### src/hdl/dvf_pkg.sv
// Package for the duplicate value finder: sizes, controller states and the
// command/status structs between controller and datapath. No dependencies.
package dvf_pkg;

   localparam int MAX_ELEMENTS = 128;
   localparam int DATA_W       = 32;
   localparam int ADDR_W       = $clog2(MAX_ELEMENTS);
   localparam int COUNT_W      = ADDR_W + 1;

   typedef enum logic [2:0] {
      ST_LOAD,
      ST_FETCH,
      ST_LATCH,
      ST_SCAN,
      ST_FINISH
   } dvf_state_type;

   typedef struct packed {
      logic load;        // store the item on the request channel
      logic fetch;       // read the candidate element at the outer index
      logic latch;       // capture candidate, restart the inner scan
      logic scan;        // issue the next inner read and compare
      logic step;        // record the candidate's verdict, advance outer index
      logic emit_final;  // send the closing result and clear the set
   } dvf_cmd_type;

   typedef struct packed {
      logic scan_done;   // inner scan has compared every stored element
      logic hit;         // candidate is a first occurrence that repeats later
      logic last_index;  // outer index is on the last stored element
      logic out_free;    // output register can take a result this cycle
      logic pend_valid;  // a duplicate is held back awaiting its last flag
   } dvf_sts_type;

endpackage

### src/hdl/dvf_ctrl.sv
// Controller state machine of the duplicate value finder.
// Depends on dvf_pkg for the state enum and the command/status structs.
module dvf_ctrl (
   input  logic                 clock,
   input  logic                 reset,
   input  logic                 req_valid,
   input  logic                 req_last,
   output logic                 req_ready,
   input  dvf_pkg::dvf_sts_type sts,
   output dvf_pkg::dvf_cmd_type cmd
);
   import dvf_pkg::*;

   dvf_state_type state_ff;
   dvf_state_type state_in;
   logic          step_ok;

   always_ff @(posedge clock) begin
      if (reset) begin
         state_ff <= ST_LOAD;
      end else begin
         state_ff <= state_in;
      end
   end

   // a held-back duplicate can only be released into a free output register
   assign step_ok = sts.scan_done && (!(sts.hit && sts.pend_valid) || sts.out_free);

   always_comb begin
      state_in  = state_ff;
      cmd       = '0;
      req_ready = 1'b0;
      case (state_ff)
         ST_LOAD: begin
            req_ready = 1'b1;
            if (req_valid) begin
               cmd.load = 1'b1;
               if (req_last) begin
                  state_in = ST_FETCH;
               end
            end
         end
         ST_FETCH: begin
            cmd.fetch = 1'b1;
            state_in  = ST_LATCH;
         end
         ST_LATCH: begin
            cmd.latch = 1'b1;
            state_in  = ST_SCAN;
         end
         ST_SCAN: begin
            cmd.scan = !sts.scan_done;
            if (step_ok) begin
               cmd.step = 1'b1;
               state_in = sts.last_index ? ST_FINISH : ST_FETCH;
            end
         end
         ST_FINISH: begin
            if (sts.out_free) begin
               cmd.emit_final = 1'b1;
               state_in       = ST_LOAD;
            end
         end
         default: begin
            state_in = ST_LOAD;
         end
      endcase
   end
endmodule

### config.mk
export PLATFORM = sky130hd
export DESIGN_NAME = dvf_ctrl
export DESIGN_NICKNAME = d
export VERILOG_FILES = /design/src/hdl/dvf_pkg.sv /design/src/hdl/dvf_ctrl.sv
export SDC_FILE = /design/constraint.sdc
export NUM_CORES = 1
export LEC_CHECK = 0
export ABC_AREA = 1
export BUFFER_PORTS_ARGS = -buffer_cell sky130_fd_sc_hd__buf_2
export CAP_MARGIN = 40
export CORE_AREA = 5 5 42 44
export CTS_CLUSTER_SIZE = 10
export DETAILED_ROUTE_END_ITERATION = 16
export DIE_AREA = 0 0 47 49
export GPL_ROUTABILITY_DRIVEN = 1
export PLACE_DENSITY_LB_ADDON = 0.25
export RECOVER_POWER = 100
export REMOVE_ABC_BUFFERS = 1
export SLEW_MARGIN = 15
export SYNTH_ARGS = -nofsm -noshare
export SYNTH_HDL_FRONTEND = slang
export SYNTH_SLANG_ARGS = --single-unit
### constraint.sdc
create_clock -name clock -period 1.07 [get_ports clock]
set_input_delay 0.2675 -clock clock [delete_from_list [all_inputs] [get_ports clock]]
set_output_delay 0.2675 -clock clock [all_outputs]
set_load 0.005 [all_outputs]
==> results of run 1 <==
[worst min-delay path by stage]
stage	to	slack, ps	cells after the start	from
floorplan	state_ff[2]$_SDFFE_PP0P_	340	1	reset
global placement	state_ff[1]$_SDFFE_PP0P_	460	2	reset
detailed placement	state_ff[1]$_SDFFE_PP0P_	460	2	reset
CTS	state_ff[1]$_SDFFE_PP0P_	220	2	reset
global route	state_ff[1]$_SDFFE_PP0P_	230	2	reset
finish	state_ff[1]$_SDFFE_PP0P_	230	2	reset
[cell usage after synthesis, drive strengths merged]
master	instances
a31oi	1
dfxtp	3
o21ai	1
nor4	1
nor2	8
a21oi	2
inv	11
nand2	7
nand3	7
[kinds of logic after synthesis]
kind of cell | Yosys count | synth area share
and+or+nand+nor | 23 | 0.4949
buffers and inverters | 11 | 0.1701
AOI/OAI and AO/OA | 4 | 0.08763
DFF | 3 | 0.2474
[power by group through the flow]
stage | Combinational [mW] | Clock [mW] | Sequential (mW)
after floorplan | 0.113 | 0 | 0.149
final | 0.210 | 0.194 | 0.176
after detailed placement | 0.177 | 0 | 0.153
after CTS | 0.203 | 0.200 | 0.165
after global placement | 0.178 | 0 | 0.152
after global routing | 0.243 | 0.209 | 0.181
[critical path, cell delays in order, from the launching register on]
cell and delay [ps]:
sky130_fd_sc_hd__dfxtp_4 370, sky130_fd_sc_hd__nor4_4 230, sky130_fd_sc_hd__buf_2 140
[layer usage]
metal,GRT usage,wire length (um),vias to the layer above
met5,0,0,-
met1,0.06550,257,134
met2,0.1109,354,7
li1,-,-,173
met3,0.01107,33,0
met4,0.04147,0,0
[stage by stage]
stage	cell area [um2]	util	setup slack (ps)	instances
floorplan	242.7	-	80.22	41
global placement	352.8	0.2518	-1.172	74
detailed placement	352.8	0.2518	-30.64	74
CTS	424.2	0.3027	-181.2	80
global route	440.4	0.3143	-232.3	80
finish	440.4	0.3143	-177.2	80
[final cells by class]
class | instances | share of cell area
well taps | 16 | 0.04545
clock buffers | 4 | 0.05966
flip-flops and latches | 3 | 0.1563
multi-input cells | 27 | 0.4006
inverters | 11 | 0.09943
repair buffers | 19 | 0.2386
[placed cells by master, fill, tap and decap left out, types with 2 or more instances in the layout]
master and count:
sky130_fd_sc_hd__nor2_1 7, sky130_fd_sc_hd__nand2_1 4, sky130_fd_sc_hd__inv_2 3, sky130_fd_sc_hd__nand3_2 3, sky130_fd_sc_hd__nand2_2 3, sky130_fd_sc_hd__dfxtp_4 2
sky130_fd_sc_hd__inv_1 7, sky130_fd_sc_hd__buf_2 15, sky130_fd_sc_hd__nand3_1 3, sky130_fd_sc_hd__a21oi_1 2, sky130_fd_sc_hd__buf_4 4, sky130_fd_sc_hd__clkbuf_4 3
[repair_timing]
item,CTS,global route
setup endpoints to repair,7,9
gates cloned,0,0
hold buffers,0,0
resized for setup,9,4
pin swaps,3,1
setup buffers,2,0
==> metrics.txt, run 1 <==
# TYPE chip_impl_metric gauge
chip_impl_info{name="ys_top_cells_by_area",value="sky130_fd_sc_hd__dfxtp_1 25%, sky130_fd_sc_hd__nand3_2 12%, sky130_fd_sc_hd__inv_1 12%"} 1
chip_impl_metric{name="p_clk_frac",unit=""} 0.334
chip_impl_info{name="grt_setup_unrepaired",value="true"} 1
chip_impl_metric{name="worst_pin_slew",unit="ps"} 170.0
chip_impl_info{name="critical_path.endpoint",value="cmd[0]"} 1
chip_impl_metric{name="timing.fmax",unit="MHz"} 801.8
chip_impl_metric{name="floorplan.rows",unit=""} 14
chip_impl_metric{name="vias",unit=""} 314
chip_impl_metric{name="reg2reg_depth",unit=""} 8
chip_impl_metric{name="final_net_count",unit=""} 74
chip_impl_metric{name="worst-r2r-setup-slack",unit="ps"} -20
chip_impl_metric{name="cts_num_sinks",unit=""} 3
chip_impl_info{name="setup.worst_path.end_class",value="output pin"} 1
chip_impl_metric{name="die_x",unit="um"} 47
chip_impl_info{name="reg_top3",value="state_ff x3"} 1
chip_impl_metric{name="slew_headroom",unit=""} 0.8858
chip_impl_metric{name="power.switching",unit="mW"} 0.2016
chip_impl_info{name="cp-startpoint",value="state_ff[1]$_SDFFE_PP0P_"} 1
chip_impl_info{name="failing_checks",value="negative setup slack"} 1
chip_impl_metric{name="internal_power",unit="mW"} 0.3779
chip_impl_metric{name="timing.final.hold_violations",unit=""} 0
chip_impl_metric{name="dieArea",unit="um2"} 2303
chip_impl_info{name="worstSetupStartpointType",value="flip-flop"} 1
chip_impl_metric{name="num_antenna_cells",unit=""} 0
chip_impl_metric{name="finalPower",unit="mW"} 0.5795
chip_impl_metric{name="avgViaCountPerCell",unit=""} 3.925
chip_impl_metric{name="boundaryPins",unit=""} 16
chip_impl_metric{name="initial_standard_cell_utilization_of_the_core",unit=""} 0.1732
chip_impl_metric{name="global_route.overflow_total",unit=""} 0
chip_impl_metric{name="synth.yosys.warnings",unit=""} 0
chip_impl_metric{name="totalWireLength",unit="um"} 645
chip_impl_info{name="reg2reg_from",value="state_ff[0]$_SDFFE_PP0P_"} 1
chip_impl_metric{name="post_synth_num_cell_types",unit=""} 13
chip_impl_metric{name="worst_slack",unit="ps"} -177.2
chip_impl_metric{name="finalSetupViolations",unit=""} 8
chip_impl_metric{name="drt_first_pass_iters",unit=""} 2
chip_impl_metric{name="core",unit="um2"} 1401
chip_impl_metric{name="yosys.area.top_type_share",unit=""} 0.2474
chip_impl_metric{name="avgSynthCellArea",unit="um2"} 5.920
chip_impl_metric{name="slew_violations",unit=""} 0
chip_impl_metric{name="power_density_cells",unit="nW/um2"} 1316
chip_impl_metric{name="grt_pass1_wl",unit="um"} 1097
chip_impl_metric{name="comb_power_share",unit=""} 0.362
chip_impl_metric{name="hold_ws",unit="ps"} 226.2
chip_impl_metric{name="postSynthRegisterBits",unit=""} 3
chip_impl_metric{name="multi_input_comb_area",unit="um2"} 176.4
chip_impl_metric{name="pin_count_of_the_biggest_net_entering_global_routing",unit=""} 7
chip_impl_info{name="synth.largest_area_cell",value="sky130_fd_sc_hd__dfxtp_1"} 1
chip_impl_metric{name="seq_power_share",unit=""} 0.304
chip_impl_info{name="clock_tree.root_cell",value="sky130_fd_sc_hd__clkbuf_4"} 1
chip_impl_metric{name="arrival",unit="ps"} 980
chip_impl_info{name="worst_hold_path_type",value="input port to flip-flop"} 1
chip_impl_metric{name="antenna_found_initial",unit=""} 0
chip_impl_metric{name="register_cell_area_after_layout",unit="um2"} 68.82
chip_impl_metric{name="clkTransAtPathRegs",unit="ps"} 40
chip_impl_metric{name="static-leakage-power",unit="nW"} 0.2424
chip_impl_metric{name="synth_cells",unit=""} 41
chip_impl_metric{name="layout-drive-gt1-share",unit=""} 0.5938
chip_impl_info{name="cts_tree",value="yes"} 1
chip_impl_metric{name="cp.required",unit="ps"} 800
chip_impl_metric{name="drv.max_cap_violation_count",unit=""} 0
chip_impl_metric{name="detail_route.drc_violations",unit=""} 0
chip_impl_metric{name="drtIter0Drc",unit=""} 4
chip_impl_metric{name="final.period_utilization",unit=""} 1.166
chip_impl_metric{name="irDropWorstVdd",unit="V"} 0.0004395
chip_impl_metric{name="synth.yosys.seq_area_share",unit=""} 0.2474
chip_impl_metric{name="finalWeightedCongestion",unit=""} 0.7221
chip_impl_metric{name="placed_wire_length_estimate_after_detailed_placement",unit="um"} 531.4
chip_impl_metric{name="final.setup_skew",unit="ps"} 0.2406
chip_impl_metric{name="chipHeight",unit="um"} 49
chip_impl_metric{name="mappedNetlistArea",unit="um2"} 242.7
chip_impl_metric{name="global_route.usage.total",unit=""} 0.06395
chip_impl_metric{name="ctsLongestPathBuffers",unit=""} 2
chip_impl_info{name="max_flop_register",value="state_ff"} 1
chip_impl_metric{name="cp_max_fo",unit=""} 6
chip_impl_metric{name="fill_cells",unit=""} 166
chip_impl_metric{name="h-tree-depth",unit=""} 1
chip_impl_metric{name="netSwitchingFraction",unit=""} 0.3479
chip_impl_metric{name="final_period_minus_worst_setup_slack",unit="ps"} 1247
chip_impl_info{name="crit-reg2reg-capture",value="state_ff[0]$_SDFFE_PP0P_"} 1
chip_impl_metric{name="clock_insertion_delay_worst_skew",unit="ps"} 230
chip_impl_metric{name="total_clock_buffers_created_by_cts",unit=""} 3
chip_impl_metric{name="ant_nets",unit=""} 0
chip_impl_metric{name="largest_register_ff_count",unit=""} 3
chip_impl_metric{name="fin_setup_tns",unit="ps"} -932.2
chip_impl_metric{name="area.growth.synth_to_final",unit="%"} 81.44
chip_impl_metric{name="avgRoutedWirePerCell",unit="um"} 8.063
chip_impl_info{name="criticalPathCategory",value="flip-flop to output pin"} 1
chip_impl_info{name="run_status",value="finished with violations"} 1
chip_impl_metric{name="via_count_of_the_first_global_routing_pass",unit=""} 289
chip_impl_metric{name="numPortBuffers",unit=""} 15
Power figures use the tool's default switching activity.
==> run 2, diff against run 1 <==
--- a/config.mk
+++ b/config.mk
@@ -13,7 +13,7 @@
 export DETAILED_ROUTE_END_ITERATION = 16
 export DIE_AREA = 0 0 47 49
 export GPL_ROUTABILITY_DRIVEN = 1
-export PLACE_DENSITY_LB_ADDON = 0.25
+export MAX_ROUTING_LAYER = met4
 export RECOVER_POWER = 100
 export REMOVE_ABC_BUFFERS = 1
 export SLEW_MARGIN = 15
==> run 2 against run 1 <==
The flow still finishes with violations (negative setup slack). Non-clock buffer count is 1 higher. Largest power group unchanged. Power is 3.0% lower. Global-route usage is 0.67 points higher. Core utilization is 0.36 points lower. Wire length is 7.8% higher. Final area is 1.1% lower. Sequential share of layout area is 0.18 points higher. Largest cell class unchanged. Highest routed layer is now met4. Hold slack worse by 2.4 ps. Maximum frequency is 0.23% lower. Critical path depth is 2 higher. Clock power hardly changed.
==> metrics.txt, run 2 (synthesized netlist as in run 1, its figures left out) <==
# TYPE chip_impl_metric gauge
chip_impl_metric{name="finalSetupViolations",unit=""} 8
chip_impl_metric{name="worst_pin_slew",unit="ps"} 173.7
chip_impl_metric{name="totalWireLength",unit="um"} 695
chip_impl_info{name="reg2reg_from",value="state_ff[2]$_SDFFE_PP0P_"} 1
chip_impl_metric{name="final_net_count",unit=""} 75
chip_impl_metric{name="placed_wire_length_estimate_after_detailed_placement",unit="um"} 575.1
chip_impl_metric{name="via_count_of_the_first_global_routing_pass",unit=""} 326
chip_impl_metric{name="cts_num_sinks",unit=""} 3
chip_impl_metric{name="area.growth.synth_to_final",unit="%"} 79.38
chip_impl_metric{name="final_period_minus_worst_setup_slack",unit="ps"} 1250
chip_impl_info{name="cp-startpoint",value="state_ff[0]$_SDFFE_PP0P_"} 1
chip_impl_metric{name="worst-r2r-setup-slack",unit="ps"} -20
chip_impl_info{name="criticalPathCategory",value="flip-flop to output pin"} 1
chip_impl_metric{name="grt_pass1_wl",unit="um"} 1124
chip_impl_info{name="crit-reg2reg-capture",value="state_ff[0]$_SDFFE_PP0P_"} 1
chip_impl_metric{name="static-leakage-power",unit="nW"} 0.2464
chip_impl_metric{name="cp_max_fo",unit=""} 6
chip_impl_metric{name="total_clock_buffers_created_by_cts",unit=""} 3
chip_impl_metric{name="clock_insertion_delay_worst_skew",unit="ps"} 230
chip_impl_metric{name="boundaryPins",unit=""} 16
chip_impl_metric{name="detailroute.wirelength.met2",unit="um"} 370
chip_impl_info{name="run_status",value="finished with violations"} 1
chip_impl_metric{name="numPortBuffers",unit=""} 15
chip_impl_metric{name="power_density_cells",unit="nW/um2"} 1291
chip_impl_metric{name="placed_cell_count",unit=""} 75
chip_impl_metric{name="vias",unit=""} 338
chip_impl_metric{name="dieArea",unit="um2"} 2303
chip_impl_metric{name="drt_first_pass_iters",unit=""} 2
chip_impl_metric{name="layoutNonFillerInstCount",unit=""} 81
chip_impl_metric{name="antenna_found_initial",unit=""} 0
chip_impl_info{name="worstSetupStartpointType",value="flip-flop"} 1
chip_impl_info{name="cts_tree",value="yes"} 1
chip_impl_metric{name="routedLengthMet1",unit="um"} 253
chip_impl_metric{name="num_antenna_cells",unit=""} 0
chip_impl_metric{name="detail_route.drc_violations",unit=""} 0
chip_impl_metric{name="fill_cells",unit=""} 159
chip_impl_info{name="critical_path.endpoint",value="cmd[5]"} 1
chip_impl_metric{name="reg2reg_depth",unit=""} 9
chip_impl_info{name="failing_checks",value="negative setup slack"} 1
chip_impl_metric{name="avgRoutedWirePerCell",unit="um"} 8.580
chip_impl_metric{name="h-tree-depth",unit=""} 1
chip_impl_metric{name="initial_standard_cell_utilization_of_the_core",unit=""} 0.1732
chip_impl_info{name="setup.worst_path.end_class",value="output pin"} 1
chip_impl_metric{name="final.setup_skew",unit="ps"} 0.7415
chip_impl_metric{name="detailroute.wirelength.met3",unit="um"} 49
chip_impl_metric{name="layout-drive-gt1-share",unit=""} 0.6000
chip_impl_metric{name="chipHeight",unit="um"} 49
chip_impl_metric{name="finalPower",unit="mW"} 0.5623
chip_impl_metric{name="drtIter0Drc",unit=""} 4
chip_impl_info{name="worst_hold_path_type",value="input port to flip-flop"} 1
chip_impl_metric{name="largest_register_ff_count",unit=""} 3
chip_impl_info{name="reg_top3",value="state_ff x3"} 1
chip_impl_metric{name="hold_buffers",unit=""} 0
chip_impl_info{name="layout.cells.most_common",value="sky130_fd_sc_hd__buf_2"} 1
chip_impl_metric{name="ant_nets",unit=""} 0
chip_impl_metric{name="final_design_utilization",unit=""} 0.3107
chip_impl_metric{name="global_route.overflow_total",unit=""} 0
chip_impl_info{name="clock_tree.root_cell",value="sky130_fd_sc_hd__clkbuf_4"} 1
chip_impl_info{name="dr.max_layer_used",value="met4"} 1
chip_impl_metric{name="irDropWorstVdd",unit="V"} 0.0003057
chip_impl_metric{name="final.period_utilization",unit=""} 1.168
chip_impl_metric{name="worst_slack",unit="ps"} -180.1
chip_impl_metric{name="drv.max_cap_violation_count",unit=""} 0
chip_impl_metric{name="hold_ws",unit="ps"} 223.8
chip_impl_metric{name="global_route.usage.total",unit=""} 0.07061
chip_impl_metric{name="core",unit="um2"} 1401
chip_impl_info{name="mostFrequentLayoutCells",value="15 x sky130_fd_sc_hd__buf_2, 7 x sky130_fd_sc_hd__inv_1, 7 x sky130_fd_sc_hd__nor2_1"} 1
chip_impl_metric{name="avgViaCountPerCell",unit=""} 4.173
chip_impl_info{name="max_flop_register",value="state_ff"} 1
chip_impl_metric{name="timing.fmax",unit="MHz"} 800.0
chip_impl_metric{name="slew_violations",unit=""} 0
chip_impl_metric{name="timing.final.hold_violations",unit=""} 0
chip_impl_info{name="grt_setup_unrepaired",value="true"} 1
chip_impl_metric{name="floorplan.rows",unit=""} 14
chip_impl_metric{name="finalWeightedCongestion",unit=""} 0.7583
chip_impl_metric{name="pin_count_of_the_biggest_net_entering_global_routing",unit=""} 7
chip_impl_metric{name="die_x",unit="um"} 47
chip_impl_metric{name="slew_headroom",unit=""} 0.8832
chip_impl_metric{name="ctsLongestPathBuffers",unit=""} 2
chip_impl_metric{name="clkTransAtPathRegs",unit="ps"} 30
chip_impl_metric{name="cp.required",unit="ps"} 800
chip_impl_metric{name="arrival",unit="ps"} 980
-- run 2: layer usage --
layer | vias to the layer above | track usage
li1 | 180 | -
met1 | 146 | 0.06550
met2 | 10 | 0.1131
met3 | 2 | 0
met4 | 0 | 0.08295
met5 | - | -
-- run 2: per-stage QoR --
stage / setup slack (ps) / instance area [um2] / setup TNS [ps]
2_1_floorplan: 80.22 / 242.7 / 0
3_3_place_gp: -9.218 / 360.3 / -9.218
3_5_place_dp: -12.25 / 360.3 / -12.25
4_1_cts: -182.3 / 420.4 / -1068
5_1_grt: -239.6 / 435.4 / -1613
6_report: -180.1 / 435.4 / -1046
-- run 2: where the power goes --
part           switching [mW]  leakage [nW]  internal (mW)  total, mW
clock                  0.0536        0.0150          0.139      0.193
combinational           0.107         0.205          0.102      0.209
sequential             0.0277        0.0264          0.133      0.160
-- run 2: final cells by class --
type,instances,area [um2],share of cell area
inverters,11,43.79,0.1006
multi-input cells,27,152.6,0.3506
well taps,16,20.02,0.04598
flip-flops and latches,3,68.82,0.1580
clock buffers,4,26.28,0.06034
repair buffers,20,123.9,0.2845
-- run 2: what timing repair did --
action                     4_1_cts  5_1_grt
buffers inserted                 2        0
setup endpoints to repair        7        9
resized for setup                8        5
pin swaps                        2        4
-- run 2: worst max-delay path, cell delays in order (launching register included) --
cell and delay, ps:
sky130_fd_sc_hd__dfxtp_4 360, sky130_fd_sc_hd__nor2_2 150, sky130_fd_sc_hd__nand2_2 60, sky130_fd_sc_hd__nor2_1 70, sky130_fd_sc_hd__buf_2 110
-- run 2: worst min path at each step --
stage          depth (start not counted)  slack (ps)  start                        to
6_report                               2         220  reset  state_ff[1]$_SDFFE_PP0P_
5_1_grt                                2         230  reset  state_ff[1]$_SDFFE_PP0P_
4_1_cts                                2         210  reset  state_ff[2]$_SDFFE_PP0P_
3_5_place_dp                           2         460  reset  state_ff[2]$_SDFFE_PP0P_
3_3_place_gp                           2         460  reset  state_ff[1]$_SDFFE_PP0P_
2_1_floorplan                          1         340  reset  state_ff[2]$_SDFFE_PP0P_
